**src/hw/rtl/ata_pst_pkg.sv**
```systemverilog
package ata_pst_pkg;

  // Field widths of the two channels.
  localparam int OPCODE_W = 3;
  localparam int LBA_W    = 28;
  localparam int SCOUNT_W = 16;
  localparam int STATUS_W = 8;
  localparam int WORD_W   = 16;
  localparam int KIND_W   = 3;
  localparam int OFFSET_W = 3;

  // Internal state widths.
  localparam int TICK_W           = 12;
  localparam int WORDS_W          = 17;
  localparam int WORDS_PER_SECTOR = 256;

  // Defaults for the top-level parameters.
  localparam int CHUNK_SECTORS_DEF = 256;
  localparam int COUNT_BITS_DEF    = 16;

  // Result list: one optional leading result and up to seven from a chunk issue.
  localparam int MAX_RESULTS  = 8;
  localparam int TAIL_RESULTS = 7;
  localparam int RCOUNT_W     = 4;
  localparam int RIDX_W       = 3;

  // Configuration port.
  localparam int CFG_INDEX_W = 1;
  localparam int CFG_DATA_W  = 28;
  localparam logic [TICK_W-1:0] POLL_TICK_LIMIT_RST = 12'd3000;
  localparam logic [LBA_W-1:0]  LBA_LIMIT_RST       = 28'd163839;

  typedef enum logic [CFG_INDEX_W-1:0] {
    CFG_POLL_TICK_LIMIT = 1'd0,
    CFG_LBA_LIMIT       = 1'd1
  } cfg_reg_t;

  typedef enum logic [OPCODE_W-1:0] {
    OP_START  = 3'd0,
    OP_INTR   = 3'd1,
    OP_STATUS = 3'd2,
    OP_DATA   = 3'd3,
    OP_TICK   = 3'd4
  } opcode_t;

  typedef enum logic [KIND_W-1:0] {
    KIND_REG_WR    = 3'd0,
    KIND_REG_RD    = 3'd1,
    KIND_HOST_DATA = 3'd2,
    KIND_DONE      = 3'd3,
    KIND_TIMEOUT   = 3'd4,
    KIND_ERROR     = 3'd5
  } kind_t;

  typedef enum logic [2:0] {
    PH_IDLE       = 3'd0,
    PH_WAIT_RINTR = 3'd1,
    PH_POLL       = 3'd2,
    PH_WAIT_TICK  = 3'd3,
    PH_READ_DATA  = 3'd4,
    PH_WRITE_DATA = 3'd5,
    PH_WAIT_WINTR = 3'd6
  } phase_t;

  // Task-file register offsets.
  localparam logic [OFFSET_W-1:0] OFF_NONE       = 3'd0;
  localparam logic [OFFSET_W-1:0] OFF_DATA       = 3'd0;
  localparam logic [OFFSET_W-1:0] OFF_SECCOUNT   = 3'd2;
  localparam logic [OFFSET_W-1:0] OFF_LBA_LO     = 3'd3;
  localparam logic [OFFSET_W-1:0] OFF_LBA_MID    = 3'd4;
  localparam logic [OFFSET_W-1:0] OFF_LBA_HI     = 3'd5;
  localparam logic [OFFSET_W-1:0] OFF_DEVICE     = 3'd6;
  localparam logic [OFFSET_W-1:0] OFF_CMD_STATUS = 3'd7;

  // Device register bits, status bits and commands.
  localparam logic [7:0] DEV_FIXED = 8'ha0;
  localparam logic [7:0] DEV_LBA   = 8'h40;
  localparam logic [7:0] DEV_SLAVE = 8'h10;
  localparam logic [7:0] ST_BSY    = 8'h80;
  localparam logic [7:0] ST_DRQ    = 8'h08;
  localparam logic [7:0] CMD_READ  = 8'h20;
  localparam logic [7:0] CMD_WRITE = 8'h30;

  typedef struct packed {
    kind_t               kind;
    logic [OFFSET_W-1:0] reg_offset;
    logic [WORD_W-1:0]   value;
  } result_t;

  // All results caused by one input item, in order.
  typedef struct packed {
    logic [RCOUNT_W-1:0]            count;
    result_t [MAX_RESULTS-1:0]      items;
  } batch_t;

  function automatic result_t mk_result(input kind_t k, input logic [OFFSET_W-1:0] off,
                                        input logic [WORD_W-1:0] val);
    result_t r;
    r.kind       = k;
    r.reg_offset = off;
    r.value      = val;
    return r;
  endfunction

endpackage

```
**src/hw/rtl/ata_pst_in_if.sv**
```systemverilog
interface ata_pst_in_if;
  import ata_pst_pkg::*;

  logic                valid;
  logic                ready;
  logic [OPCODE_W-1:0] opcode;
  logic [LBA_W-1:0]    start_lba;
  logic [SCOUNT_W-1:0] sector_count;
  logic                is_write;
  logic                drive_sel;
  logic [STATUS_W-1:0] status_byte;
  logic [WORD_W-1:0]   data_word;

  modport source (
    output valid, opcode, start_lba, sector_count, is_write, drive_sel, status_byte,
           data_word,
    input  ready
  );

  modport sink (
    input  valid, opcode, start_lba, sector_count, is_write, drive_sel, status_byte,
           data_word,
    output ready
  );

endinterface

```
**src/hw/rtl/ata_pst_out_if.sv**
```systemverilog
interface ata_pst_out_if;
  import ata_pst_pkg::*;

  logic                valid;
  logic                ready;
  logic [KIND_W-1:0]   kind;
  logic [OFFSET_W-1:0] reg_offset;
  logic [WORD_W-1:0]   value;
  logic                last;

  modport source (
    output valid, kind, reg_offset, value, last,
    input  ready
  );

  modport sink (
    input  valid, kind, reg_offset, value, last,
    output ready
  );

endinterface

```
**src/hw/rtl/ata_pio_sector_transfer.sv**
```systemverilog
// Channel  Dir  Beat contents
// req      in   opcode, start_lba, sector_count, is_write, drive_sel, status_byte, data_word
// rsp      out  kind, reg_offset, value, last
// cfg      in   cfg_write, cfg_index, cfg_data (write only)
//
// An accepted beat is registered, then its state update and all of its results (up to
// eight) are formed together and loaded into the registered result list. While rsp is
// ready the list sends one beat per cycle; an item with several results holds it until
// its final beat leaves, and items with one or no result sustain one per cycle.
// rst is synchronous and returns the sequencer to idle with the register defaults.
// A stall on rsp holds the list; req keeps accepting until the input register is full.
module ata_pio_sector_transfer #(
  parameter int CHUNK_SECTORS = ata_pst_pkg::CHUNK_SECTORS_DEF,
  parameter int COUNT_BITS    = ata_pst_pkg::COUNT_BITS_DEF
) (
  input  logic                                clk,
  input  logic                                rst,
  input  logic                                cfg_write,
  input  logic [ata_pst_pkg::CFG_INDEX_W-1:0] cfg_index,
  input  logic [ata_pst_pkg::CFG_DATA_W-1:0]  cfg_data,
  ata_pst_in_if.sink                          req,
  ata_pst_out_if.source                       rsp
);
  import ata_pst_pkg::*;

  batch_t batch;
  logic   load;
  logic   free;

  ata_pst_step #(
    .CHUNK_SECTORS (CHUNK_SECTORS),
    .COUNT_BITS    (COUNT_BITS)
  ) u_step (
    .clk       (clk),
    .rst       (rst),
    .cfg_write (cfg_write),
    .cfg_index (cfg_index),
    .cfg_data  (cfg_data),
    .req       (req),
    .free      (free),
    .load      (load),
    .batch     (batch)
  );

  ata_pst_out_seq u_out_seq (
    .clk   (clk),
    .rst   (rst),
    .load  (load),
    .batch (batch),
    .free  (free),
    .rsp   (rsp)
  );

endmodule

```
**src/hw/rtl/ata_pst_step.sv**
```systemverilog
module ata_pst_step #(
  parameter int CHUNK_SECTORS = ata_pst_pkg::CHUNK_SECTORS_DEF,
  parameter int COUNT_BITS    = ata_pst_pkg::COUNT_BITS_DEF
) (
  input  logic                                clk,
  input  logic                                rst,
  input  logic                                cfg_write,
  input  logic [ata_pst_pkg::CFG_INDEX_W-1:0] cfg_index,
  input  logic [ata_pst_pkg::CFG_DATA_W-1:0]  cfg_data,
  ata_pst_in_if.sink                          req,
  input  logic                                free,
  output logic                                load,
  output ata_pst_pkg::batch_t                 batch
);
  import ata_pst_pkg::*;

  localparam int CNT_W = (COUNT_BITS < SCOUNT_W) ? COUNT_BITS : SCOUNT_W;
  localparam int CHK_W = $clog2(CHUNK_SECTORS + 1);

  // Configuration registers.
  logic [TICK_W-1:0] poll_tick_limit;
  logic [LBA_W-1:0]  lba_limit;

  // Input register.
  logic                ir_valid;
  logic [OPCODE_W-1:0] ir_opcode;
  logic [LBA_W-1:0]    ir_lba;
  logic [SCOUNT_W-1:0] ir_count;
  logic                ir_write;
  logic                ir_drive;
  logic [STATUS_W-1:0] ir_status;
  logic [WORD_W-1:0]   ir_word;

  // Sequencer state.
  phase_t             phase, phase_next;
  logic [LBA_W-1:0]   lba_cursor, lba_cursor_next;
  logic [CNT_W-1:0]   sectors_left, sectors_left_next;
  logic [WORDS_W-1:0] words_left, words_left_next;
  logic [TICK_W-1:0]  poll_ticks, poll_ticks_next;
  logic               expect_interrupt, expect_interrupt_next;
  logic               dir_write, dir_write_next;
  logic               drive_latched, drive_latched_next;

  opcode_t            op;
  logic [CNT_W-1:0]   cnt;
  logic [CHK_W-1:0]   chunk_cur;
  logic [CHK_W-1:0]   chunk_iss;
  logic [TICK_W-1:0]  ticks_inc;
  logic               timeout_hit;
  logic [WORDS_W-1:0] words_drq;
  logic [WORDS_W-1:0] words_dec;
  logic [CNT_W-1:0]   fin_sectors;
  logic [LBA_W-1:0]   fin_lba;
  logic               start_ok;
  logic               st_bsy;
  logic               st_drq;
  logic               tail_done;
  logic               tail_issue;
  logic               take;

  result_t                    prefix;
  logic                       prefix_v;
  result_t [TAIL_RESULTS-1:0] tail;
  logic [RCOUNT_W-1:0]        tail_n;

  function automatic logic [CHK_W-1:0] chunk_of(input logic [CNT_W-1:0] left);
    logic [CHK_W-1:0] c;
    if (32'(left) < CHUNK_SECTORS) c = CHK_W'(left);
    else c = CHK_W'(CHUNK_SECTORS);
    return c;
  endfunction

  function automatic logic [7:0] dev_bits(input logic slave);
    return DEV_FIXED | DEV_LBA | (slave ? DEV_SLAVE : 8'h00);
  endfunction

  assign op          = opcode_t'(ir_opcode);
  assign cnt         = CNT_W'(ir_count);
  assign chunk_cur   = chunk_of(sectors_left);
  assign chunk_iss   = chunk_of(sectors_left_next);
  assign ticks_inc   = poll_ticks + TICK_W'(1);
  assign timeout_hit = ticks_inc >= poll_tick_limit;
  assign words_drq   = WORDS_W'(WORDS_W'(chunk_cur) * WORDS_W'(WORDS_PER_SECTOR));
  assign words_dec   = words_left - WORDS_W'(1);
  assign fin_sectors = sectors_left - CNT_W'(chunk_cur);
  assign fin_lba     = lba_cursor + LBA_W'(chunk_cur);
  assign start_ok    = (phase == PH_IDLE) && (cnt != '0) && (ir_lba <= lba_limit);
  assign st_bsy      = (ir_status & ST_BSY) != 8'h00;
  assign st_drq      = (ir_status & ST_DRQ) != 8'h00;

  // Next state.
  always_comb begin
    logic do_finish;
    logic do_abort;
    phase_next            = phase;
    lba_cursor_next       = lba_cursor;
    sectors_left_next     = sectors_left;
    words_left_next       = words_left;
    poll_ticks_next       = poll_ticks;
    expect_interrupt_next = expect_interrupt;
    dir_write_next        = dir_write;
    drive_latched_next    = drive_latched;
    do_finish             = 1'b0;
    do_abort              = 1'b0;
    tail_done             = 1'b0;
    tail_issue            = 1'b0;

    unique case (op)
      OP_START: begin
        if (start_ok) begin
          dir_write_next     = ir_write;
          drive_latched_next = ir_drive;
          lba_cursor_next    = ir_lba;
          sectors_left_next  = cnt;
          words_left_next    = '0;
          tail_issue         = 1'b1;
        end
      end
      OP_INTR: begin
        if (expect_interrupt) begin
          expect_interrupt_next = 1'b0;
          if (phase == PH_WAIT_RINTR) begin
            poll_ticks_next = '0;
            phase_next      = PH_POLL;
          end else if (phase == PH_WAIT_WINTR) begin
            do_finish = 1'b1;
          end
        end
      end
      OP_STATUS: begin
        if (phase == PH_POLL) begin
          if (st_bsy) begin
            poll_ticks_next = ticks_inc;
            if (timeout_hit) do_abort = 1'b1;
            else phase_next = PH_WAIT_TICK;
          end else if (st_drq) begin
            words_left_next = words_drq;
            phase_next      = dir_write ? PH_WRITE_DATA : PH_READ_DATA;
            if (words_drq == '0) begin
              if (dir_write && expect_interrupt) phase_next = PH_WAIT_WINTR;
              else do_finish = 1'b1;
            end
          end else begin
            do_abort = 1'b1;
          end
        end
      end
      OP_DATA: begin
        if (phase == PH_READ_DATA) begin
          words_left_next = words_dec;
          if (words_dec == '0) do_finish = 1'b1;
        end else if (phase == PH_WRITE_DATA) begin
          words_left_next = words_dec;
          if (words_dec == '0) begin
            if (expect_interrupt) phase_next = PH_WAIT_WINTR;
            else do_finish = 1'b1;
          end
        end
      end
      OP_TICK: begin
        if (phase == PH_WAIT_TICK) phase_next = PH_POLL;
      end
      default: ;
    endcase

    if (do_abort) begin
      phase_next            = PH_IDLE;
      expect_interrupt_next = 1'b0;
      sectors_left_next     = '0;
      words_left_next       = '0;
    end

    if (do_finish) begin
      sectors_left_next = fin_sectors;
      lba_cursor_next   = fin_lba;
      if (fin_sectors == '0) begin
        phase_next = PH_IDLE;
        tail_done  = 1'b1;
      end else begin
        tail_issue = 1'b1;
      end
    end

    if (tail_issue) begin
      expect_interrupt_next = 1'b1;
      if (dir_write_next) begin
        poll_ticks_next = '0;
        phase_next      = PH_POLL;
      end else begin
        phase_next = PH_WAIT_RINTR;
      end
    end
  end

  // Results.
  always_comb begin
    prefix_v = 1'b0;
    prefix   = mk_result(KIND_REG_WR, OFF_NONE, '0);
    tail     = '0;
    tail_n   = '0;

    unique case (op)
      OP_START: begin
        prefix_v = 1'b1;
        if (start_ok) prefix = mk_result(KIND_REG_WR, OFF_DEVICE,
                                         WORD_W'(dev_bits(ir_drive)));
        else prefix = mk_result(KIND_ERROR, OFF_NONE, '0);
      end
      OP_INTR: begin
        if (expect_interrupt) begin
          prefix_v = 1'b1;
          prefix   = mk_result(KIND_REG_RD, OFF_CMD_STATUS, '0);
        end
      end
      OP_STATUS: begin
        if (phase == PH_POLL) begin
          if (st_bsy) begin
            if (timeout_hit) begin
              prefix_v = 1'b1;
              prefix   = mk_result(KIND_TIMEOUT, OFF_NONE, '0);
            end
          end else if (!st_drq) begin
            prefix_v = 1'b1;
            prefix   = mk_result(KIND_ERROR, OFF_NONE, WORD_W'(ir_status));
          end
        end
      end
      OP_DATA: begin
        if (phase == PH_READ_DATA) begin
          prefix_v = 1'b1;
          prefix   = mk_result(KIND_HOST_DATA, OFF_NONE, ir_word);
        end else if (phase == PH_WRITE_DATA) begin
          prefix_v = 1'b1;
          prefix   = mk_result(KIND_REG_WR, OFF_DATA, ir_word);
        end
      end
      OP_TICK: begin
        if (phase == PH_WAIT_TICK) begin
          prefix_v = 1'b1;
          prefix   = mk_result(KIND_REG_RD, OFF_CMD_STATUS, '0);
        end
      end
      default: ;
    endcase

    // The chunk issue uses the cursor and count as they stand after this item.
    if (tail_issue) begin
      tail[0] = mk_result(KIND_REG_WR, OFF_SECCOUNT, WORD_W'(8'(chunk_iss)));
      tail[1] = mk_result(KIND_REG_WR, OFF_LBA_LO, WORD_W'(lba_cursor_next[7:0]));
      tail[2] = mk_result(KIND_REG_WR, OFF_LBA_MID, WORD_W'(lba_cursor_next[15:8]));
      tail[3] = mk_result(KIND_REG_WR, OFF_LBA_HI, WORD_W'(lba_cursor_next[23:16]));
      tail[4] = mk_result(KIND_REG_WR, OFF_DEVICE,
                          WORD_W'(dev_bits(drive_latched_next) |
                                  {4'h0, lba_cursor_next[27:24]}));
      tail[5] = mk_result(KIND_REG_WR, OFF_CMD_STATUS,
                          WORD_W'(dir_write_next ? CMD_WRITE : CMD_READ));
      if (dir_write_next) begin
        tail[6] = mk_result(KIND_REG_RD, OFF_CMD_STATUS, '0);
        tail_n  = RCOUNT_W'(7);
      end else begin
        tail_n = RCOUNT_W'(6);
      end
    end else if (tail_done) begin
      tail[0] = mk_result(KIND_DONE, OFF_NONE, '0);
      tail_n  = RCOUNT_W'(1);
    end
  end

  always_comb begin
    batch.count    = RCOUNT_W'(prefix_v) + tail_n;
    batch.items[0] = prefix_v ? prefix : tail[0];
    for (int i = 1; i < TAIL_RESULTS; i++) begin
      batch.items[i] = prefix_v ? tail[i-1] : tail[i];
    end
    batch.items[MAX_RESULTS-1] = prefix_v ? tail[TAIL_RESULTS-1] : '0;
  end

  // An item that causes no result only updates state, so it never waits.
  assign take      = ir_valid && ((batch.count == '0) || free);
  assign load      = take && (batch.count != '0);
  assign req.ready = !ir_valid || take;

  always_ff @(posedge clk) begin
    if (rst) begin
      poll_tick_limit <= POLL_TICK_LIMIT_RST;
      lba_limit       <= LBA_LIMIT_RST;
    end else if (cfg_write) begin
      unique case (cfg_reg_t'(cfg_index))
        CFG_POLL_TICK_LIMIT: poll_tick_limit <= cfg_data[TICK_W-1:0];
        CFG_LBA_LIMIT:       lba_limit       <= cfg_data[LBA_W-1:0];
      endcase
    end
  end

  always_ff @(posedge clk) begin
    if (rst) begin
      ir_valid <= 1'b0;
    end else if (req.ready) begin
      ir_valid <= req.valid;
    end
  end

  always_ff @(posedge clk) begin
    if (req.valid && req.ready) begin
      ir_opcode <= req.opcode;
      ir_lba    <= req.start_lba;
      ir_count  <= req.sector_count;
      ir_write  <= req.is_write;
      ir_drive  <= req.drive_sel;
      ir_status <= req.status_byte;
      ir_word   <= req.data_word;
    end
  end

  always_ff @(posedge clk) begin
    if (rst) begin
      phase            <= PH_IDLE;
      lba_cursor       <= '0;
      sectors_left     <= '0;
      words_left       <= '0;
      poll_ticks       <= '0;
      expect_interrupt <= 1'b0;
      dir_write        <= 1'b0;
      drive_latched    <= 1'b0;
    end else if (take) begin
      phase            <= phase_next;
      lba_cursor       <= lba_cursor_next;
      sectors_left     <= sectors_left_next;
      words_left       <= words_left_next;
      poll_ticks       <= poll_ticks_next;
      expect_interrupt <= expect_interrupt_next;
      dir_write        <= dir_write_next;
      drive_latched    <= drive_latched_next;
    end
  end

  // Every path back to idle consumes or clears the pending interrupt.
  a_idle_no_intr: assert property (@(posedge clk) disable iff (rst)
    phase == PH_IDLE |-> !expect_interrupt)
    else $error("idle with an interrupt still expected");

  a_busy_has_sectors: assert property (@(posedge clk) disable iff (rst)
    phase != PH_IDLE |-> sectors_left != '0)
    else $error("transfer in progress with no sectors left");

endmodule

```
**src/hw/rtl/ata_pst_out_seq.sv**
```systemverilog
module ata_pst_out_seq (
  input  logic                clk,
  input  logic                rst,
  input  logic                load,
  input  ata_pst_pkg::batch_t batch,
  output logic                free,
  ata_pst_out_if.source       rsp
);
  import ata_pst_pkg::*;

  result_t [MAX_RESULTS-1:0] items;
  logic [RIDX_W-1:0]         idx;
  logic [RIDX_W-1:0]         last_idx;
  logic                      list_valid;
  logic                      beat;
  logic                      final_beat;

  assign beat       = rsp.valid && rsp.ready;
  assign final_beat = beat && (idx == last_idx);
  // The list may be refilled in the same cycle that its final beat leaves.
  assign free       = !list_valid || final_beat;

  always_ff @(posedge clk) begin
    if (rst) begin
      list_valid <= 1'b0;
      idx        <= '0;
    end else if (load) begin
      list_valid <= 1'b1;
      idx        <= '0;
    end else if (final_beat) begin
      list_valid <= 1'b0;
    end else if (beat) begin
      idx <= idx + RIDX_W'(1);
    end
  end

  always_ff @(posedge clk) begin
    if (load) begin
      items    <= batch.items;
      last_idx <= RIDX_W'(batch.count - RCOUNT_W'(1));
    end
  end

  assign rsp.valid      = list_valid;
  assign rsp.kind       = items[idx].kind;
  assign rsp.reg_offset = items[idx].reg_offset;
  assign rsp.value      = items[idx].value;
  assign rsp.last       = idx == last_idx;

  a_load_when_free: assert property (@(posedge clk) disable iff (rst)
    load |-> free)
    else $error("result list overwritten before it drained");

  a_idx_in_range: assert property (@(posedge clk) disable iff (rst)
    list_valid |-> idx <= last_idx)
    else $error("result index ran past the end of the list");

  a_load_starts_list: assert property (@(posedge clk) disable iff (rst)
    load |=> rsp.valid && idx == '0)
    else $error("loaded list does not start at its first result");

endmodule
```
**src/flat_wrapper.sv**
```systemverilog
// flat-port wrapper written by rule: the top's interface ports become plain ports
module ata_pio_sector_transfer_flat import ata_pst_pkg::*;
#(
  parameter int CHUNK_SECTORS = ata_pst_pkg::CHUNK_SECTORS_DEF,
  parameter int COUNT_BITS    = ata_pst_pkg::COUNT_BITS_DEF
)
  (clk, rst, cfg_write, cfg_index, cfg_data, req_valid, req_opcode, req_start_lba, req_sector_count, req_is_write, req_drive_sel, req_status_byte, req_data_word, req_ready, rsp_valid, rsp_kind, rsp_reg_offset, rsp_value, rsp_last, rsp_ready);
  ata_pst_in_if req_i ();
  ata_pst_out_if rsp_i ();
  input  logic clk;
  input  logic rst;
  input  logic cfg_write;
  input  logic [ata_pst_pkg::CFG_INDEX_W-1:0] cfg_index;
  input  logic [ata_pst_pkg::CFG_DATA_W-1:0] cfg_data;
  input wire logic [$bits(req_i.valid)-1:0] req_valid;
  input wire logic [$bits(req_i.opcode)-1:0] req_opcode;
  input wire logic [$bits(req_i.start_lba)-1:0] req_start_lba;
  input wire logic [$bits(req_i.sector_count)-1:0] req_sector_count;
  input wire logic [$bits(req_i.is_write)-1:0] req_is_write;
  input wire logic [$bits(req_i.drive_sel)-1:0] req_drive_sel;
  input wire logic [$bits(req_i.status_byte)-1:0] req_status_byte;
  input wire logic [$bits(req_i.data_word)-1:0] req_data_word;
  output wire logic [$bits(req_i.ready)-1:0] req_ready;
  output wire logic [$bits(rsp_i.valid)-1:0] rsp_valid;
  output wire logic [$bits(rsp_i.kind)-1:0] rsp_kind;
  output wire logic [$bits(rsp_i.reg_offset)-1:0] rsp_reg_offset;
  output wire logic [$bits(rsp_i.value)-1:0] rsp_value;
  output wire logic [$bits(rsp_i.last)-1:0] rsp_last;
  input wire logic [$bits(rsp_i.ready)-1:0] rsp_ready;
  assign req_i.valid = req_valid;
  assign req_i.opcode = req_opcode;
  assign req_i.start_lba = req_start_lba;
  assign req_i.sector_count = req_sector_count;
  assign req_i.is_write = req_is_write;
  assign req_i.drive_sel = req_drive_sel;
  assign req_i.status_byte = req_status_byte;
  assign req_i.data_word = req_data_word;
  assign req_ready = req_i.ready;
  assign rsp_valid = rsp_i.valid;
  assign rsp_kind = rsp_i.kind;
  assign rsp_reg_offset = rsp_i.reg_offset;
  assign rsp_value = rsp_i.value;
  assign rsp_last = rsp_i.last;
  assign rsp_i.ready = rsp_ready;
  ata_pio_sector_transfer #(.CHUNK_SECTORS(CHUNK_SECTORS), .COUNT_BITS(COUNT_BITS)) u_core (.clk(clk), .rst(rst), .cfg_write(cfg_write), .cfg_index(cfg_index), .cfg_data(cfg_data), .req(req_i), .rsp(rsp_i));
endmodule
```
**config.mk**
```make
export PLATFORM = sky130hd
export DESIGN_NAME = ata_pio_sector_transfer_flat
export DESIGN_NICKNAME = d
export VERILOG_FILES = /design/src/hw/rtl/ata_pst_pkg.sv /design/src/hw/rtl/ata_pst_in_if.sv /design/src/hw/rtl/ata_pst_out_if.sv /design/src/hw/rtl/ata_pio_sector_transfer.sv /design/src/hw/rtl/ata_pst_step.sv /design/src/hw/rtl/ata_pst_out_seq.sv /design/src/flat_wrapper.sv
export SDC_FILE = /design/constraint.sdc
export NUM_CORES = 1
export LEC_CHECK = 0
export BUFFER_PORTS_ARGS = -buffer_cell sky130_fd_sc_hd__buf_2
export CAP_MARGIN = 25
export CORE_MARGIN = 1.5
export CORE_UTILIZATION = 51
export CTS_CLUSTER_DIAMETER = 40
export DETAILED_ROUTE_END_ITERATION = 7
export PLACE_DENSITY = 0.83
export SLEW_MARGIN = 40
export SYNTH_ARGS = -nofsm -noshare
export SYNTH_HDL_FRONTEND = slang
export SYNTH_SLANG_ARGS = --single-unit
export TNS_END_PERCENT = 20
```
**constraint.sdc**
```tcl
create_clock -name clk -period 9 [get_ports clk]
set_clock_uncertainty 0.2 [all_clocks]
set_input_delay 1.35 -clock clk [delete_from_list [all_inputs] [get_ports clk]]
set_output_delay 1.35 -clock clk [all_outputs]
set_load 0.05 [all_outputs]
```
=== Yosys cells after proc, flatten, opt, wreduce, memory -nomap -nowiden ===
Index checks and enable logic that the tools add are counted.

* Register bits after elaboration: 376
* Bits in latches: 0
* RAM bits: 0
* ROM bits: 0
* Bits of input ports: 107
* Output and inout port bits: 25
* Logic and storage cells: 218
* Memories: 0

* Add/sub/neg operators: 7
* $mul: 0
* Divide/modulo/power cells: 0
* Magnitude comparators: 5
* Equality and inequality tests: 16
* Shift operators: 0
* Mux-type cells: 112
* Bitwise logic cells: 3
* Reductions and logical operators: 30

{| class="wikitable"
|+ Operators with widths
! kind !! count
|-
| 22-bit 2-to-1 mux || 13
|-
| 132-bit 2-to-1 mux || 1
|-
| 17-bit 2-to-1 mux || 7
|-
| 22-bit case mux with 5 select lines || 1
|-
| 28-bit 2-to-1 mux || 3
|-
| 16-bit 2-to-1 mux || 5
|-
| 12-bit 2-to-1 mux || 6
|-
| 22-bit binary-select mux with 3-bit select || 1
|-
| 21-bit 2-to-1 mux || 3
|-
| 20-bit 2-to-1 mux || 3
|-
| 17-bit case mux with 3 select lines || 1
|-
| 3-bit 2-to-1 mux || 15
|-
| 1-bit 2-to-1 mux || 40
|-
| 17-bit logical NOT || 2
|-
| 16-bit by 9-bit less-than comparator with 1-bit output, second input constant || 2
|-
| 28-bit by 9-bit adder with 28-bit output || 1
|-
| 28-bit <= comparator || 1
|-
| 12-bit case mux with 2 select lines || 1
|-
| 17-bit by 1-bit subtractor with 17-bit output, second input constant || 1
|-
| 16-bit logical NOT || 1
|-
| 16-bit nonzero test || 1
|-
| 16-bit by 9-bit subtractor with 16-bit output || 1
|-
| 5-bit 2-to-1 mux || 3
|-
| 12-bit by 1-bit adder with 12-bit output, second input constant || 1
|-
| 31 further kinds || 59
|}

=== Depth between registers and ports, before layout ===
Gate-level depths: netlist of run 1.

* Depth after elaboration: 17
* Gate-level depth with buffers: 28
* Mapped depth without buffers: 23

=== By module ===
Synthesis of run 1 repeated with hierarchy kept, for this count alone.

* Cells, all modules: 1791
* Area, all modules: 19247.2 µm²

{| class="wikitable"
|+ By module, submodules not included
! module !! instances !! cells each !! area an instance (µm²) !! sequential area each (µm²)
|-
| ata_pst_step || 1 || 1492 || 12220.5 || 4594.4
|-
| ata_pst_out_seq || 1 || 299 || 7026.7 || 5455.2
|}

=== Least setup slack after synthesis of run 1 ===
Ideal clock, no wire load.

* Path kind: reg2reg
* Start point: register u_core.u_step.sectors_left[10]
* End point: register u_core.u_out_seq.items[0] (netlist name) (enable)
* Setup time: 524 ps
* Arrival: 8426 ps
* Data required time: 8276 ps
* Setup slack: -151 ps
* Stages on the path, launching flop included: 26
* Cell sequence: dfxtp_1 > clkbuf_1 > or4_1 > nor2_4 > inv_2 > nand2_1 > ha_1 > clkbuf_1 > inv_1 > nor3_2 > nor4_1 > a2111o_1 > nor4b_4 > nor2b_4 > nor2_1 > clkbuf_1 > o21ai_0 > ha_1 > inv_1 > ha_1 > ha_1 > nand2_1 > o31a_1 > buf_6 > buf_2 > a21oi_1

* Word-level cells in the longest chain between the ends: 16
* Elaborated cells between the ends (all ways): 22
* Classes of those cells: add/sub (2); order compare (1); mux (12); reduce/logical (7)

{| class="wikitable"
|+ RTL lines
! what !! line !! text
|-
| from (decl) || ata_pst_step.sv:37 || <nowiki>logic [CNT_W-1:0] sectors_left, sectors_left_next;</nowiki>
|-
| from (signal assigned) || ata_pst_step.sv:328 || <nowiki>sectors_left <= sectors_left_next;</nowiki>
|-
| branches (longest 10 deep; another with 16-bit by 9-bit less-than comparator with 1-bit output) || - ||
|-
| 4-bit 2-to-1 mux (*) || ata_pst_step.sv:247 || <nowiki>if (tail_issue) begin</nowiki>
|-
| 1-bit by 4-bit adder with 4-bit output (*) || ata_pst_step.sv:270 || <nowiki>batch.count = RCOUNT_W'(prefix_v) + tail_n;</nowiki>
|-
| 4-bit logical NOT || ata_pst_step.sv:279 || <nowiki>assign take = ir_valid && ((batch.count == '0) || free);</nowiki>
|-
| 1-bit logical OR || ata_pst_step.sv:279 ||
|-
| 1-bit logical AND || ata_pst_step.sv:279 ||
|-
| 1-bit logical AND (*) || ata_pst_step.sv:280 || <nowiki>assign load = take && (batch.count != '0);</nowiki>
|-
| via u_core.load || ata_pio_sector_transfer.sv:27 || <nowiki>logic load;</nowiki>
|-
| to (signal assigned) || ata_pst_out_seq.sv:39 || <nowiki>items <= batch.items;</nowiki>
|-
| to (decl) || ata_pst_out_seq.sv:11 || <nowiki>result_t [MAX_RESULTS-1:0] items;</nowiki>
|}

Mark *: on every way through the listed nets, which the timed path passes.
A chain may end at the register's enable or synchronous reset.

=== Worst setup path in the final report of run 1 ===
* Start point: register u_core.u_step.sectors_left[8]
* End point: output req_ready

* Word-level cells in the longest chain between the ends: 16
* Elaborated cells between the ends (all ways): 21
* Classes of those cells: add/sub (2); order compare (1); mux (12); reduce/logical (6)

{| class="wikitable"
|+ RTL lines
! what !! line !! text
|-
| branches (longest 10 deep; another with 16-bit by 9-bit less-than comparator with 1-bit output) || - ||
|-
| 4-bit 2-to-1 mux (*) || ata_pst_step.sv:247 ||
|-
| 1-bit by 4-bit adder with 4-bit output (*) || ata_pst_step.sv:270 ||
|-
| 4-bit logical NOT (*) || ata_pst_step.sv:279 ||
|-
| 1-bit logical OR (*) || ata_pst_step.sv:279 ||
|-
| 1-bit logical AND (*) || ata_pst_step.sv:279 ||
|-
| 1-bit logical OR (*) || ata_pst_step.sv:281 || <nowiki>assign req.ready = !ir_valid || take;</nowiki>
|-
| to (decl) || flat_wrapper.sv:23 || <nowiki>output wire logic [$bits(req_i.ready)-1:0] req_ready;</nowiki>
|}

Every way passes the cells marked *.

==> results.tsv, run 1 <==
stage	metric	value	unit
logic_synthesis	Syn Nets	1756	
clock_network	hold-fix buffers at CTS	0	
worst_hold_path	Hold/Removal Path Class	flop to flop	
die	die height	171	um
flow_run	Max-cap violations	0	
grt	initial antenna violation count	0	
placement	pre-CTS setup slack	2090	ps
setup_path	Startpoint Class	flop	
logic_synthesis	cells after synthesis	1590	
setup_path	R2R setup slack	1970	ps
setup_path	CP Buf/Inv Count	5	
die	DIE AREA	29300	um^2
layout	Layout fillers	2280	
layout	# nets final	1858	
logic_synthesis	Syn Area/Cell	9.07	um^2
die	core area	27800	um^2
logic_synthesis	Synth area leader	edfxtp_1	
power	Leak	0.00656	uW
logic_synthesis	yosys warns	0	
die	# rows	61	
logic_synthesis	Seq/Total Area, Yosys	46.8	%
status	outcome	finished, final reports clean	
logic_synthesis	ys flop type	edfxtp_1	
layout	Sequential Area	6750	um^2
grt	first-pass GRT wire length	63600	um
sta	min Tclk post-route	7480	ps
logic_synthesis	post-synth top area share	29.6	%
layout	Layout area overhead	16.4	%
grt	largest net degree at the start of global routing	74	
clock_network	maximum root-to-sink buffer count	3	
logic_synthesis	top cells by area, synth	edfxtp_1 30%, dfxtp_1 17%, nand2_1 5.7%, ha_1 4.9%, a21oi_1 4.9%	
setup_path	most common cell type on the critical path	ha_1	
logic_synthesis	Synth cell types	81	
drt	routed wire length	40900	um
worst_hold_path	hold_sp	u_core.u_step.lba_limit[24]	
sta	Achievable Freq	134	MHz
die	initial core utilization	51.9	%
power	pwr dens	195	nW/um^2
grt	vias in the first global route	12200	
setup_path	Setup crit start	u_core.u_step.sectors_left[8]	
clock_network	postcts setup bufs	0	
placement	HPWL after DPL	28400	um
drt	Final ANT Viol Nets	0	
logic_synthesis	count leader, synth	nand2_1	
sta	Final Hold Vio Count	0	
sta	Final setup viols	0	
setup_path	Worst EP required	7450	ps
drt	Vias	13000	
setup_path	CP endpoint kind	output pin	
placement	gp weighted congestion	0.952	
logic_synthesis	Syn Std Cell Area	14400	um^2
layout	n_diodes	0	
logic_synthesis	ys async rst share	0	%
power	total power	3270	uW
grt	grt total ovfl	0	
clock_network	total CTS buffers	40	
power	worst vdd ir	0.119	mV
logic_synthesis	flops & latches, synth	266	
setup_path	crit path cell chain	or4_1 -> nor2_4 -> inv_2 -> nand2_1 -> ha_1 -> inv_1 -> nor3_2 -> nor4_1 -> a2111o_1 -> nor4b_4 -> nor2b_4 -> nor2_2 -> buf_4 -> inv_1 -> ha_1 -> ha_1 -> nand2_1 -> nand3_1 -> buf_2	
setup_path	CP max-delay cell	or4_1	
clock_network	Worst-Skew Late Latency	550	ps
logic_synthesis	EDFF count, synth	142	
setup_path	CP max stage delay	710	ps
setup_path	CP Max Fanout	30	
die	die width	171	um
placement	number of port buffers	131	
logic_synthesis	Post-synth top cells	218 x nand2_1, 167 x nor2_1, 142 x edfxtp_1, 140 x a21oi_1, 124 x dfxtp_1	
drt	drt first pass iters	6	
drt	DRC	0	
setup_path	reg2reg start	u_core.u_step.sectors_left[8]	
sta	Slew @ Worst Pin	785	ps
die	Ports	132	
drt	Initial DRC Count	1476	
clock_network	Sink Count	266	
sta	Slew HR	47.2	%
clock_network	Clk Tree Root Cell	clkbuf_16	
sta	RSZ-0062 raised after global routing	false	
layout	layout cells sized above 1	15.3	%
grt	Total GRT Usage	27.6	%
drt	WL/cell	19.5	um
setup_path	CP top delay family	simple AND/OR/NAND/NOR gates	
layout	area of the multi-input gates	7100	um^2
clock_network	TritonCTS clock tree	built	
setup_path	crit path DAT	5930	ps
sta	Final Max Slew Viols	0	
clock_network	CTS resizes	0	
clock_network	clock slew at reported path FFs	50	ps
sta	Final period util	83.1	%
drt	DR vias/cell	6.18	
clock_network	H-tree levels	2	
sta	final worst setup slack	1520	ps
setup_path	CP Class	flop to output pin	
## flip-flops by register name, summed over array words and instances, names as in the netlist, 3 cells and up
signal                         count
u_core.u_step.cnt                 16
u_core.u_out_seq.idx               3
u_core.u_step.poll_ticks          12
u_core.u_step.sectors_left        16
u_core.u_step.lba_limit           28
u_core.u_step.poll_tick_limit     12
u_core.u_step.ir_status            8
u_core.u_step.lba_cursor          28
u_core.u_out_seq.items            66
u_core.u_out_seq.last_idx          3
u_core.u_step.phase                3
u_core.u_step.ir_word             16
u_core.u_step.words_left          17
u_core.u_step.ir_lba              28
u_core.u_step.ir_opcode            3
## layout by cell type (no fill, tap or decap), types with 17 or more instances in the layout
cell         n
and3_1      27
nor3_1      44
a31oi_1     23
ha_1        57
nand2_1    218
xor2_1      17
dfxtp_1    124
buf_4       23
a211oi_1    35
buf_2      130
nand3_1     38
o21ai_0     69
o211ai_1    22
clkbuf_16   41
mux2i_1     31
and2_1      28
a21oi_1    139
inv_1       66
a22oi_1     18
edfxtp_1   142
nor2_1     165
## through the flow
| stage | hold slack [ps] | setup TNS [ps] | instances | util, % | area [um^2] |
|---|---|---|---|---|---|
| detailed placement | 253 | 0 | 2027 | 55.5 | 15400 |
| global route | 281 | 0 | 2102 | 60.5 | 16800 |
| floorplan | 236 | -19670 | 1590 | - | 14400 |
| finish | 257 | 0 | 2102 | 60.5 | 16800 |
| global placement | 246 | 0 | 2027 | 55.4 | 15400 |
| CTS | 260 | 0 | 2101 | 60.3 | 16800 |
## logic make-up (layout without fill, tap and decap cells)
logic type,count (synthesis),in the layout,synth area share [%]
AO/OA/AOI/OAI,412,412,18.4
XOR/XNOR,31,31,1.88
flip-flops,266,266,46.8
AND/OR/NAND/NOR,617,617,20.1
multiplexers,40,40,3.09
other,1,1,0.0260
adder cells (fa/ha/maj),59,59,5.22
buffers and inverters,164,298,4.49
## final cells by class
cell class | instances | share of cell area [%]
Clock buffer | 49 | 6.52
Clock inverter | 25 | 1.53
Inverter | 68 | 1.52
Multi-Input combinational cell | 1160 | 42.3
Sequential cell | 266 | 40.2
Tap cell | 378 | 2.82
Timing Repair Buffer | 156 | 5.20
## worst min-delay path: cells and delay by family, from the launching register on
| family | cells | cell delay (ps) |
|---|---|---|
| AO/OA/AOI/OAI | 1 | 50 |
| AND/OR/NAND/NOR | 1 | 50 |
| flip-flops | 1 | 310 |
## report_power, final
group	internal, uW	total, uW	leakage [uW]	switching [uW]
sequential	1330	1370	0.00240	43.4
combinational	120	348	0.00351	227
clock	946	1550	0.000654	604
total	2400	3270	0.00656	875
## final timing paths
kind | end | cells after the start
worst min-delay path | u_core.u_step.lba_limit[24] | 2
worst max-delay path | req_ready | 19
worst max register to register | u_core.u_step.words_left[4] | 22
worst min register to register | u_core.u_step.lba_limit[24] | 2
## layer usage
metal  wire (um)  up-vias  part of all wire [%]  track usage [%]
met1       16200     6130                    40             34.7
met2       19300      688                    47             45.5
li1            -     6005                     -                -
met5           0        -                     0                0
met4        2350        0                   5.8             16.2
met3        3030      161                   7.4             4.03
Note: power is estimated with default switching activity, not from simulation.
==> inputs of run 2 (changes only) <==
Settings changed: PLACE_DENSITY 0.83 to 0.8.
Clock period 9 ns to 7.35 ns, I/O delays scaled along.
==> run 2 against run 1 <==
Sequential cell count is the same. Worst setup slack got worse by 1200 ps. Non-clock buffer count grew 6. Design area grew 0.16%. Die area did not move. Combinational power increased by 24%. Utilization grew 0.095 points. Critical path depth up 2. First-iteration DRC count up 10%. Critical path type unchanged. Critical endpoint unchanged. Highest routed layer unchanged.
==> results.tsv, run 2 (synthesis results as in run 1) <==
stage	metric	value	unit
die	die width	171	um
drt	DR vias/cell	6.09	
grt	Total GRT Usage	27.6	%
setup_path	RR Endpoint	u_core.u_step.words_left[7]	
power	Leak	0.00657	uW
setup_path	Setup crit start	u_core.u_step.sectors_left[8]	
die	initial core utilization	51.9	%
power	worst vdd ir	0.154	mV
setup_path	Critical Path End	req_ready	
die	Ports	132	
sta	min Tclk post-route	7080	ps
layout	layout cells sized above 1	15.8	%
drt	Initial DRC Count	1623	
grt	grt total ovfl	0	
clock_network	H-tree levels	2	
setup_path	Reg2Reg Depth	22	
drt	routed wire length	40600	um
layout	area of the multi-input gates	7130	um^2
clock_network	clock slew at reported path FFs	60	ps
grt	initial antenna violation count	0	
layout	max FFs per register	66	
sta	Final Hold Vio Count	0	
flow_run	Max-cap violations	0	
placement	Area after DPL	15500	um^2
sta	Achievable Freq	141	MHz
drt	drt first pass iters	8	
layout	# nets final	1862	
placement	number of port buffers	131	
setup_path	reg2reg start	u_core.u_step.sectors_left[8]	
setup_path	Startpoint Class	flop	
power	pwr dens	237	nW/um^2
placement	HPWL after DPL	28800	um
setup_path	CP Buf/Inv Count	5	
layout	final instance area	16800	um^2
layout	Sequential Area	6750	um^2
setup_path	CP Max Fanout	20	
drt	DRC	0	
sta	Final setup viols	0	
setup_path	Worst EP required	6050	ps
worst_hold_path	Hold/Removal Path Class	flop to flop	
sta	Final Max Slew Viols	0	
drt	Vias	12800	
layout	commonest non-fill, non-tap cell in the layout	nand2_1	
status	outcome	finished, final reports clean	
grt	vias in the first global route	12000	
placement	# placed instances	2034	
setup_path	CP max stage delay	660	ps
layout	Layout area overhead	16.6	%
clock_network	Worst-Skew Late Latency	540	ps
power	total power	3980	uW
clock_network	TritonCTS clock tree	built	
die	# rows	61	
sta	Slew HR	48.2	%
sta	Slew @ Worst Pin	770	ps
layout	Non-Filler Instances	2104	
clock_network	maximum root-to-sink buffer count	3	
setup_path	crit path DAT	5780	ps
setup_path	CP Class	flop to output pin	
clock_network	Clk Tree Root Cell	clkbuf_16	
setup_path	CP endpoint kind	output pin	
clock_network	total CTS buffers	38	
die	core area	27800	um^2
setup_path	R2R setup slack	770	ps
layout	n_diodes	0	
layout	final design utilization	60.6	%
setup_path	crit path cell chain	or4_4 -> nor2_4 -> inv_2 -> nand2_1 -> ha_2 -> inv_1 -> nor3_4 -> nor4_1 -> a2111o_1 -> nor4b_4 -> nor2b_4 -> nor2_2 -> buf_6 -> o21ai_0 -> ha_1 -> inv_1 -> ha_1 -> ha_1 -> nand2_1 -> nand3_1 -> buf_2	
drt	WL/cell	19.3	um
grt	first-pass GRT wire length	63300	um
placement	gp weighted congestion	0.936	
layout	Biggest register	u_core.u_out_seq.items	
setup_path	most common cell type on the critical path	ha_1	
layout	Layout fillers	2323	
sta	Final period util	96.3	%
clock_network	Sink Count	266	
drt	Final ANT Viol Nets	0	
setup_path	CP top delay family	simple AND/OR/NAND/NOR gates	
layout	most frequent cells in the layout	218 x nand2_1, 165 x nor2_1, 142 x edfxtp_1	
setup_path	CP max-delay cell	or4_4	
grt	largest net degree at the start of global routing	59	
setup_path	Stages on worst setup path	21	
clock_network	hold-fix buffers at CTS	0	
die	die height	171	um
die	DIE AREA	29300	um^2
## run 2: changes by cell type in the layout (fill, tap and decap cells not counted), sizes merged
cell    previous run  this run
buf              156       162
clkbuf            49        44
inv               76        72
clkinv            10        13
bufinv             2         4
## run 2: worst min-delay path by stage
| stage | endpoint | slack (ps) | startpoint | cells after the start |
|---|---|---|---|---|
| finish | u_core.u_step.lba_limit[23] | 250 | u_core.u_step.lba_limit[23] | 2 |
| global route | u_core.u_step.poll_tick_limit[1] | 270 | u_core.u_step.poll_tick_limit[1] | 2 |
| floorplan | u_core.u_step.lba_limit[15] | 240 | u_core.u_step.lba_limit[15] | 2 |
| global placement | u_core.u_step.poll_tick_limit[2] | 250 | u_core.u_step.poll_tick_limit[2] | 2 |
| detailed placement | u_core.u_step.lba_limit[22] | 250 | u_core.u_step.lba_limit[22] | 2 |
| CTS | u_core.u_step.lba_limit[22] | 250 | u_core.u_step.lba_limit[22] | 2 |
## run 2: area by class of cell
class	instances	area share [%]
inverter	68	1.52
clock inverter	26	1.87
timing repair buffer	162	5.32
tap	378	2.81
multi-input combinational	1160	42.4
clock buffer	44	6.03
sequential	266	40.1
## run 2: per-stage QoR
step / worst slack [ps] / hold WS (ps) / TNS, ps
floorplan: -138 / 236 / -10080
global route: -4.49 / 272 / -4.49
detailed placement: 560 / 247 / 0
global placement: 730 / 246 / 0
finish: 272 / 252 / 0
CTS: 38.1 / 255 / 0
## run 2: repair_timing
action,CTS,global route
buffers inserted,0,0
endpoints found under the setup margin,0,1
gates resized for setup,0,5
## run 2: worst reg2reg max path, cell delays in order, from the launching register on
cell	delay, ps
dfxtp_1	430
or4_4	660
nor2_4	250
inv_2	140
nand2_1	110
ha_2	290
inv_1	160
nor3_4	290
nor4_1	100
a2111o_1	480
nor4b_4	400
nor2b_4	120
nor2_2	140
buf_6	210
o21ai_0	140
ha_1	330
inv_1	80
ha_1	240
nand2_1	150
o31a_2	550
nor2_4	510
nand2_1	210
o41ai_1	290
## run 2: power by group
group / internal, uW / switching, uW / leakage [uW]
clock: 1150 / 717 / 0.000635
combinational: 151 / 280 / 0.00354
sequential: 1630 / 52.7 / 0.00240
## run 2: metal layers
metal,global-route usage (%),vias up,share of wire (%)
li1,-,6011,-
met1,35.5,6040,40
met2,45.6,626,47
met3,4.30,141,8.0
met4,13.2,0,4.6
met5,0,-,0
==> inputs of run 3 (changes only) <==
Settings changed: REMOVE_ABC_BUFFERS from default to 1.
==> run 3 against run 2 <==
Design area is 0.53% higher. Worst hold slack better by 3.6 ps. Sequential cell count stayed put. Wire length is 1.1% higher. Sequential share of layout area is 0.21 points lower. Utilization is 0.32 points higher. Non-clock buffer count stayed put. Count of clock-buffer cells in the layout is 1 higher. Maximum frequency is 0.54% higher.
==> results.tsv, run 3 (synthesis results as in run 1) <==
stage	metric	value	unit
grt	largest net degree at the start of global routing	73	
layout	Sequential Area	6750	um^2
power	total power	4100	uW
flow_run	Max-cap violations	0	
grt	Total GRT Usage	28.2	%
layout	final instance area	16900	um^2
placement	HPWL after DPL	28600	um
clock_network	Clk Tree Root Cell	clkbuf_16	
placement	# placed instances	2034	
layout	Biggest register	u_core.u_out_seq.items	
drt	drt first pass iters	6	
setup_path	Worst EP required	6050	ps
layout	final design utilization	60.9	%
grt	initial antenna violation count	0	
placement	Area after DPL	15500	um^2
layout	n_diodes	0	
drt	Vias	12700	
layout	# nets final	1864	
sta	Final setup viols	0	
clock_network	TritonCTS clock tree	built	
drt	DRC	0	
die	core area	27800	um^2
clock_network	clock slew at reported path FFs	60	ps
setup_path	CP top delay family	simple AND/OR/NAND/NOR gates	
layout	commonest non-fill, non-tap cell in the layout	nand2_1	
status	outcome	finished, final reports clean	
setup_path	crit path DAT	5740	ps
sta	Achievable Freq	142	MHz
die	die height	171	um
layout	Non-Filler Instances	2108	
clock_network	Sink Count	266	
setup_path	crit path cell chain	or4_1 -> nor2_4 -> inv_2 -> nand2_1 -> ha_2 -> inv_1 -> nor3_2 -> nor4_1 -> a2111o_1 -> nor4b_4 -> nor2b_4 -> nor2_2 -> buf_4 -> inv_1 -> ha_1 -> ha_1 -> nand2_1 -> nand3_1 -> buf_2	
sta	Slew @ Worst Pin	833	ps
die	Ports	132	
layout	max FFs per register	66	
sta	Slew HR	44.3	%
clock_network	Worst-Skew Late Latency	550	ps
drt	Final ANT Viol Nets	0	
sta	RSZ-0062 raised after global routing	false	
layout	layout cells sized above 1	15.9	%
die	DIE AREA	29300	um^2
power	Leak	0.00661	uW
setup_path	CP max stage delay	720	ps
sta	Final Max Slew Viols	0	
clock_network	H-tree levels	2	
power	worst vdd ir	0.173	mV
placement	gp weighted congestion	0.945	
worst_hold_path	Hold/Removal Path Class	flop to flop	
die	# rows	61	
drt	DR vias/cell	6.04	
sta	min Tclk post-route	7040	ps
drt	routed wire length	41000	um
clock_network	maximum root-to-sink buffer count	3	
drt	Initial DRC Count	1322	
setup_path	CP Max Fanout	26	
worst_hold_path	hold_sp	u_core.u_step.lba_limit[24]	
setup_path	Setup crit start	u_core.u_step.sectors_left[12]	
die	initial core utilization	51.9	%
setup_path	CP Buf/Inv Count	5	
sta	final worst setup slack	311	ps
power	pwr dens	242	nW/um^2
sta	Final Hold Vio Count	0	
layout	Layout area overhead	17.2	%
setup_path	reg2reg start	u_core.u_step.sectors_left[12]	
setup_path	CP max-delay cell	or4_1	
grt	first-pass GRT wire length	64500	um
placement	number of port buffers	131	
layout	area of the multi-input gates	7110	um^2
grt	vias in the first global route	12200	
clock_network	hold-fix buffers at CTS	0	
die	die width	171	um
drt	WL/cell	19.5	um
placement	pre-CTS setup slack	685	ps
sta	Final period util	95.8	%
grt	grt total ovfl	0	
setup_path	Startpoint Class	flop	
layout	most frequent cells in the layout	218 x nand2_1, 165 x nor2_1, 142 x edfxtp_1	
setup_path	CP endpoint kind	output pin	
setup_path	CP Class	flop to output pin	
clock_network	total CTS buffers	40	
layout	Layout fillers	2319	
## run 3: changes by cell type in the layout (fill, tap and decap cells not counted), moves of 2 or more
cell | previous run | this run
clkbuf_16 | 39 | 41
clkinv_1 | 0 | 2
clkinv_4 | 6 | 3
clkinvlp_4 | 5 | 3
inv_6 | 4 | 6
inv_8 | 0 | 3
nor3_2 | 0 | 2
## run 3: worst paths after layout
kind              depth (start not counted)                          end  slack (ps)
hold reg to reg                           2  u_core.u_step.lba_limit[24]         260
setup / recovery                         19                    req_ready         310
hold / removal                            2  u_core.u_step.lba_limit[24]         260
setup reg to reg                         21  u_core.u_step.words_left[3]         720
## run 3: worst register-to-register path: stages (launching register included)
cell and delay [ps]:
dfxtp_1 420, or4_1 730, nor2_4 260, inv_2 120
nand2_1 90, ha_2 290, inv_1 140, nor3_2 310
nor4_1 100, a2111o_1 470, nor4b_4 400, nor2b_4 120
nor2_2 110, buf_4 310, inv_1 180, ha_1 330
ha_1 250, nand2_1 140, o31a_2 550, nor2_4 510
nand2_1 220, o32ai_1 290
## run 3: layer usage
metal	vias to the layer above	wire (um)	part of all wire [%]	GRT usage, %
li1	6016	-	-	-
met1	5987	17100	42	37.2
met2	618	18800	46	45.6
met3	116	3580	8.7	4.95
met4	0	1520	3.7	12.1
met5	-	0	0	0
## run 3: report_power, final
part / internal, uW / switching [uW]
Clock: 1220 / 767
Combinational: 151 / 280
Sequential: 1630 / 53.8
Total: 3000 / 1100
## run 3: metrics by stage
| stage | TNS (ps) | hold WS (ps) |
|---|---|---|
| CTS | 0 | 255 |
| detailed placement | 0 | 247 |
| finish | 0 | 256 |
| global route | 0 | 277 |
| global placement | 0 | 244 |
| floorplan | -631720 | 230 |
## run 3: timing repair
action,in CTS,in global routing
gates resized for setup,0,3
setup buffers,0,0
setup endpoints to repair,0,1
## run 3: final cells by class
cell class,instances,area share (%)
timing repair buffer,162,5.34
clock buffer,45,6.27
tap,378,2.80
clock inverter,29,2.15
sequential,266,39.9
inverter,68,1.51
multi-input combinational,1160,42.1
